### config.mk
export PLATFORM = sky130hd
export DESIGN_NAME = lru_pr_cell
export DESIGN_NICKNAME = d
export VERILOG_FILES = /design/src/hw/rtl/lru_pr_pkg.sv /design/src/hw/rtl/lru_pr_cell.sv
export SDC_FILE = /design/constraint.sdc
export NUM_CORES = 1
export LEC_CHECK = 0
export ABC_AREA = 1
export BUFFER_PORTS_ARGS = -buffer_cell sky130_fd_sc_hd__buf_2
export CAP_MARGIN = 10
export CORE_AREA = 2 2 39 41
export DETAILED_ROUTE_END_ITERATION = 10
export DIE_AREA = 0 0 41 43
export PLACE_DENSITY = 0.64
export SYNTH_ARGS = -nofsm -noshare
export SYNTH_HDL_FRONTEND = slang
export SYNTH_SLANG_ARGS = --single-unit
### constraint.sdc
create_clock -name clk -period 0.9 [get_ports clk]
set_input_delay 0.18 -clock clk [delete_from_list [all_inputs] [get_ports clk]]
set_output_delay 0.18 -clock clk [all_outputs]
set_load 0.05 [all_outputs]
### src/hw/rtl/lru_pr_pkg.sv
// LRU page replacement: shared sizes and the cell control word.
// No dependencies; imported by the interfaces, the cell and the top level.
`timescale 1ns / 1ps

package lru_pr_pkg;

  // Number of physical frames that the recency chain can track
  localparam int MAX_FRAMES = 64;
  // Width of a frame number word
  localparam int FRAME_W    = 6;
  // Tracked count holds 0..MAX_FRAMES
  localparam int CNT_W      = $clog2(MAX_FRAMES + 1);
  // Levels of the match prefix-OR network
  localparam int PFX_LVLS   = $clog2(MAX_FRAMES);

  // Per-cell control from the sequencer
  typedef struct packed {
    logic               capture;    // latch compare result for a new word
    logic [FRAME_W-1:0] cmp_frame;  // frame being looked up
    logic               occupied;   // cell lies below the tracked count
    logic               shift;      // take the neighbor's frame (toward LRU)
    logic               load;       // take new_frame (new MRU slot)
    logic [FRAME_W-1:0] new_frame;
  } lru_pr_cell_ctl_t;

endpackage

### src/hw/rtl/lru_pr_cell.sv
// One position of the LRU recency chain: holds a frame number and a match flag.
// Depends on lru_pr_pkg for the control word and widths.
`timescale 1ns / 1ps

module lru_pr_cell import lru_pr_pkg::*; (
  input  logic               clk,
  input  logic               rst_n,
  input  lru_pr_cell_ctl_t   ctl,
  input  logic [FRAME_W-1:0] nbr_frame,   // frame of the next more-recent cell
  output logic [FRAME_W-1:0] frame_o,
  output logic               match_o
);

  logic [FRAME_W-1:0] frame_r;
  logic               match_r;

  // Frame slot: new MRU entry wins over a shift from the neighbor
  always_ff @(posedge clk) begin
    if (ctl.load) begin
      frame_r <= ctl.new_frame;
    end else if (ctl.shift) begin
      frame_r <= nbr_frame;
    end
  end

  // Lookup result, captured when a word is accepted
  always_ff @(posedge clk) begin
    if (!rst_n) begin
      match_r <= 1'b0;
    end else if (ctl.capture) begin
      match_r <= ctl.occupied && (frame_r == ctl.cmp_frame);
    end
  end

  assign frame_o = frame_r;
  assign match_o = match_r;

endmodule
==> results.txt, run 1 <==
----------------------------------------------------
[Global routing]
  Number of global-route vias before repair ... 381
  Leftover overflow at the end of global routing ... 0
  Maximum number of pins on one net before global-route repair ... 8
  Number of antenna violations at the first check in global routing ... 0
  Global-route wire length before repair ... 1.324 mm
  Global Route Usage Sum ... 11.57%

[Finish]
  Fraction of final layout cells sized beyond drive strength 1 ... 44.68%
  Area growth syn-to-layout ... 68.31%
  Number of antenna repair diodes ... 0
  Final net count ... 119
  Number of filler instances in the final layout ... 146
  Number of cells in the finished layout apart from fillers ... 110
  Layout Utilization ... 49.46%

[Critical path]
  Data required time at the worst endpoint ... 0.72 ns
  Critical path capture point type ... output pin
  Launching instance or port of the critical path ... frame_o[5]
  Largest delay contributor family on the critical path ... flip-flops
  Reg-to-reg critical path startpoint ... frame_o[5]
  Critical Path Max Stage Delay ... 0.42 ns
  Startpoint types ... flip-flop
  Largest fanout on the critical path ... 3
  Buffers plus inverters on the worst setup path ... 1
  Minimum setup slack among reg-to-reg paths ... -0.11 ns
  Worst Path Arrival ... 0.85 ns
  CP cell instances ... buf_6
  Worst Path Class, Setup ... flip-flop to output pin
  Standard cell with the maximum stage delay on the critical path ... sky130_fd_sc_hd__edfxtp_1

[Clock tree]
  CTS clock-pin slew for the worst setup and hold paths ... 0.05 ns
  H-tree levels ... 1
  Skew-Pair Late Insertion Delay ... 0.24 ns
  Number of buffers on the longest clock path ... 2
  TritonCTS clock tree ... done
  Hold-fix buffers at CTS ... 0
  Number of buffers created by CTS ... 3
  Number of clock sinks seen by CTS ... 7
  Master cell of the clock root buffer ... sky130_fd_sc_hd__clkbuf_4

[Logic synthesis]
  Fraction of post-synthesis cell area in the top cell type by area ... 44.31%
  Top cells by instance count after synthesis ... sky130_fd_sc_hd__nand2_1 (27), sky130_fd_sc_hd__inv_1 (11), sky130_fd_sc_hd__edfxtp_1 (6)
  Syn avg cell area ... 7.011 µm²
  Yosys reg bits ... 7
  Share of synthesized area occupied by flip-flops and latches ... 49.23%
  Library cell with the highest instance count after synthesis ... sky130_fd_sc_hd__nand2_1
  Number of synthesized flops with an enable pin ... 6
  Post-synthesis async set-or-reset flop share ... 0%
  Post-Syn Nets ... 82
  Number of distinct standard cells referenced by the synthesized netlist ... 9
  Cell type with the highest aggregate area in the netlist ... sky130_fd_sc_hd__edfxtp_1
  Top cells by area in the synthesized netlist ... sky130_fd_sc_hd__edfxtp_1 (44%), sky130_fd_sc_hd__nand2_1 (25%), sky130_fd_sc_hd__inv_1 (10%)
  Most used DFF post-synth ... sky130_fd_sc_hd__edfxtp_1
  Gate Count Post-Synth ... 58
  Cell Area, Synth ... 406.6 µm²
  Count of warnings emitted by yosys ... 0

[Drt]
  Final wirelength ... 974 µm
  Number of vias per cell ... 4.164
  First drt pass iteration count ... 2
  Violation count after the first detailed-route iteration ... 2
  Number of remaining DRC errors ... 0
  Vias after detailed routing ... 458
  Wire per inst ... 8.855 µm
  Antenna-violating nets left ... 0

[STA]
  Max Transition Viols Final ... 0
  Highest Clock Rate ... 0.9706 GHz
  Tightest slew margin relative to the limit ... 89.30%
  Crit share post-route ... 114.5%
  Final setup slack of the worst path ... -0.1303 ns
  Number of setup violations in the final report ... 8
  Final hold violation count ... 0
  Slew at the pin closest to its max-slew limit ... 0.1603 ns
  Final Skew ... 0.002079 ns
  RSZ-0062 raised after global routing ... true
  Clock period minus final worst setup slack ... 1.030 ns

[Status]
  Result of the run ... finished with violations
  Violated checks ... negative setup slack

[Worst hold path]
  HP Class ... input pin to flip-flop
  Critical hold path startpoint ... rst_n

[Floorplan]
  Area of the die ... 0.001763 mm²
  Site Rows ... 14
  Die outline width ... 41 µm
  Number of top-level design ports ... 31
  Initial core utilization ... 29.39%
  Height of the die ... 43 µm
  Standard cell core area ... 0.001384 mm²

[Power]
  Pwr/cell area ... 1485 mW/mm²
  Largest vdd supply drop ... 0.0006875 V
  Total Power Consumption ... 1.016 mW
  Leakage ... 0.3879 nW

[Placement]
  RD Place Congestion ... 0.6152
  Post-placement cell count ... 105
  Post-placement worst setup slack ... -0.07366 ns
  Detailed placer's ending HPWL ... 802.4 µm
  Number of port buffers ... 30

[Job]
  MaxCap Viol Count ... 0

----------------------------------------------------
==> registers in the layout, indices dropped and copies added (netlist names) <==
| name | count |
|---|---|
| frame_o | 6 |
| match_o | 1 |
==> logic make-up after synthesis <==
family	after synthesis	synth area share, %
simple gates	36	34.77
flops	7	49.23
buf+inv	11	10.15
compound gates	4	5.845
==> worst reg2reg max path, stage by stage (launching register included) <==
cell and delay, ns:
sky130_fd_sc_hd__edfxtp_1 0.42, sky130_fd_sc_hd__nand2_1 0.09, sky130_fd_sc_hd__o21ai_1 0.06, sky130_fd_sc_hd__nor2_1 0.14
sky130_fd_sc_hd__nand3_2 0.10, sky130_fd_sc_hd__a21oi_2 0.14
==> final timing paths <==
kind,endpoint,depth (start not counted)
max,frame_o[5],1
min,match_o,3
max reg2reg,match_o,5
min reg2reg,match_o,3
==> timing repair <==
action / CTS / global route
buffers inserted: 0 / 1
endpoints found under the setup margin: 8 / 8
resized for setup: 15 / 7
pin swaps: 1 / 9
==> per-stage QoR <==
stage,cell area [µm²],TNS [ns],hold WS [ns]
floorplan,406.6,-0.2624,0.3015
global placement,584.3,-0.06649,0.4133
detailed placement,584.3,-0.1468,0.4198
CTS,655.6,-0.9349,0.1462
global route,684.4,-1.119,0.1665
finish,684.4,-0.8607,0.1546
==> layout make-up <==
type / count / area, µm² / area share, %
Sequential cell: 7 / 201.4 / 29.43
Multi-Input combinational cell: 40 / 182.7 / 26.69
Tap cell: 16 / 20.02 / 2.925
Timing Repair Buffer: 32 / 212.7 / 31.08
Clock buffer: 4 / 26.28 / 3.839
Inverter: 11 / 41.29 / 6.033
==> power by group <==
part / internal, mW / switching [mW] / total, mW
Sequential: 0.391 / 0.0286 / 0.420
Clock: 0.168 / 0.105 / 0.273
Combinational: 0.130 / 0.193 / 0.323
==> metal layers <==
metal / track usage [%] / up-vias / part of all wire, %
met4: 10.00 / 0 / 0.72
met1: 9.333 / 190 / 32
met2: 21.25 / 19 / 60
met5: 0 / - / 0
met3: 1.571 / 2 / 7.2
li1: - / 247 / -
==> cell usage in the layout (no fill, tap or decap), types with 2 or more instances in the layout <==
cell type                  instances
sky130_fd_sc_hd__nand2_1          27
sky130_fd_sc_hd__buf_2            23
sky130_fd_sc_hd__inv_1            11
sky130_fd_sc_hd__edfxtp_1          6
sky130_fd_sc_hd__buf_6             6
sky130_fd_sc_hd__nor2_1            4
sky130_fd_sc_hd__nand3_2           3
sky130_fd_sc_hd__clkbuf_4          3
sky130_fd_sc_hd__o21ai_1           2
sky130_fd_sc_hd__buf_4             2
Note: power is estimated with default switching activity, not from simulation.
==> run 2: changes to the inputs <==
- PLACE_DENSITY: 0.64 -> 0.61
- RECOVER_POWER: default -> 50
- clock period: 0.9 -> 1.2 ns (I/O delays scaled with it)
==> run 2 against run 1 <==
- the flow now finishes without violations
- register-to-register slack better by 0.36 ns
- global-route usage down 0.99 points
- hold slack better by 0.062 ns
- combinational power down 38%
- count of clock-buffer cells in the layout unchanged
- critical path type unchanged
==> results.txt, run 2 (synthesized netlist as in run 1, its figures left out) <==
----------------------------------------------------
[Clock tree]
  CTS clock-pin slew for the worst setup and hold paths ... 0.05 ns
  Resized Gates After CTS ... 0
  Number of buffers created by CTS ... 3
  Number of buffers added for setup after CTS ... 0
  Master cell of the clock root buffer ... sky130_fd_sc_hd__clkbuf_4
  Hold-fix buffers at CTS ... 0
  Number of buffers on the longest clock path ... 2
  Number of clock sinks seen by CTS ... 7
  TritonCTS clock tree ... done
  H-tree levels ... 1
  Skew-Pair Late Insertion Delay ... 0.24 ns

[Floorplan]
  Site Rows ... 14
  Height of the die ... 43 µm
  Area of the die ... 0.001763 mm²
  Initial core utilization ... 29.39%
  Die outline width ... 41 µm
  Number of top-level design ports ... 31
  Standard cell core area ... 0.001384 mm²

[Worst hold path]
  HP Class ... input pin to flip-flop

[Placement]
  Detailed placer's ending HPWL ... 714.8 µm
  Number of port buffers ... 30
  RD Place Congestion ... 0.6580

[Critical path]
  Critical Path Max Stage Delay ... 0.36 ns
  Worst Path Class, Setup ... flip-flop to output pin
  Worst Path Arrival ... 0.88 ns
  CP cell instances ... buf_2
  Standard cell with the maximum stage delay on the critical path ... sky130_fd_sc_hd__edfxtp_1
  Largest fanout on the critical path ... 3
  Critical path capture point type ... output pin
  Startpoint types ... flip-flop
  Data required time at the worst endpoint ... 0.96 ns
  Minimum setup slack among reg-to-reg paths ... 0.25 ns
  Buffers plus inverters on the worst setup path ... 1
  Largest delay contributor family on the critical path ... flip-flops

[Global routing]
  Number of global-route vias before repair ... 327
  Maximum number of pins on one net before global-route repair ... 9
  Global Route Usage Sum ... 10.58%
  Global-route wire length before repair ... 1.193 mm
  Leftover overflow at the end of global routing ... 0
  Number of antenna violations at the first check in global routing ... 0

[Finish]
  Area growth syn-to-layout ... 48.00%
  Final net count ... 117
  Most used cells in the layout excluding fill and tap cells ... sky130_fd_sc_hd__buf_2 (29), sky130_fd_sc_hd__nand2_1 (27), sky130_fd_sc_hd__inv_1 (11)
  Layout Utilization ... 43.49%
  Number of filler instances in the final layout ... 156
  Most common cell after layout, fill and taps aside ... sky130_fd_sc_hd__buf_2
  Fraction of final layout cells sized beyond drive strength 1 ... 35.87%
  Number of antenna repair diodes ... 0
  Flip-flop count of the largest register, all copies and words added ... 6

[Job]
  MaxCap Viol Count ... 0

[STA]
  Sum of negative setup slack ... 0 ns
  Max Transition Viols Final ... 0
  Crit share post-route ... 93.55%
  RSZ-0062 raised after global routing ... false
  Highest Clock Rate ... 0.8908 GHz
  Number of setup violations in the final report ... 0
  Final hold violation count ... 0
  Slew at the pin closest to its max-slew limit ... 0.3945 ns
  Min Hold Slack ... 0.2164 ns
  Tightest slew margin relative to the limit ... 73.70%
  Clock period minus final worst setup slack ... 1.123 ns
  Final Skew ... 0.001358 ns

[Power]
  Pwr/cell area ... 1190 mW/mm²
  Largest vdd supply drop ... 0.0004294 V
  Leakage ... 0.3536 nW

[Drt]
  First drt pass iteration count ... 4
  Final wirelength ... 858 µm
  Wire per inst ... 7.944 µm
  Violation count after the first detailed-route iteration ... 2
  Number of vias per cell ... 4.148
  Number of remaining DRC errors ... 0
  Vias after detailed routing ... 448
  Antenna-violating nets left ... 0

[Status]
  Result of the run ... complete, no violations

----------------------------------------------------
## run 2: cell types whose count changed in the layout (fill, tap and decap cells not counted), sizes merged
cell    delta
buf        -3
clkbuf     +1
## run 2: through the flow
| step | std cells | worst slack [ns] | power [mW] | cell area [µm²] |
|---|---|---|---|---|
| finish | 108 | 0.07740 | 0.7163 | 601.8 |
| global route | 108 | 0.02280 | 0.7540 | 601.8 |
| CTS | 108 | 0.06147 | 0.7248 | 603.1 |
| detailed placement | 104 | 0.1762 | 0.5157 | 576.8 |
| global placement | 104 | 0.1904 | 0.5129 | 576.8 |
| floorplan | 58 | 0.03764 | 0.4454 | 406.6 |
## run 2: cell type report
type                            count  area (µm²)  share of cell area, %
Clock buffer                        4       26.28                  4.366
Sequential cell                     7       200.2                  33.26
Timing Repair Buffer               30       148.9                  24.74
Inverter                           11       41.29                  6.861
Multi-Input combinational cell     40       165.2                  27.44
Tap cell                           16       20.02                  3.326
## run 2: routing by layer
layer / global-route usage, % / up-vias / share of wire (%) / wire (µm)
met2: 15.31 / 19 / 48 / 408
met3: 3.141 / 0 / 9.9 / 85
met4: 10.00 / 0 / 0 / 0
li1: - / 243 / - / -
met5: 0 / - / 0 / 0
met1: 11.41 / 186 / 42 / 363
## run 2: worst paths after layout
| check | startpoint | to | depth (start not counted) |
|---|---|---|---|
| worst max-delay path | frame_o[2] | frame_o[2] | 1 |
| worst min-delay path | rst_n | match_o | 3 |
| worst max register to register | frame_o[4] | match_o | 5 |
| worst min register to register | match_o | match_o | 2 |
## run 2: power by group
group	internal (mW)	switching, mW	total, mW
sequential	0.293	0.0150	0.308
combinational	0.0641	0.137	0.201
clock	0.127	0.0811	0.208
total	0.483	0.233	0.716
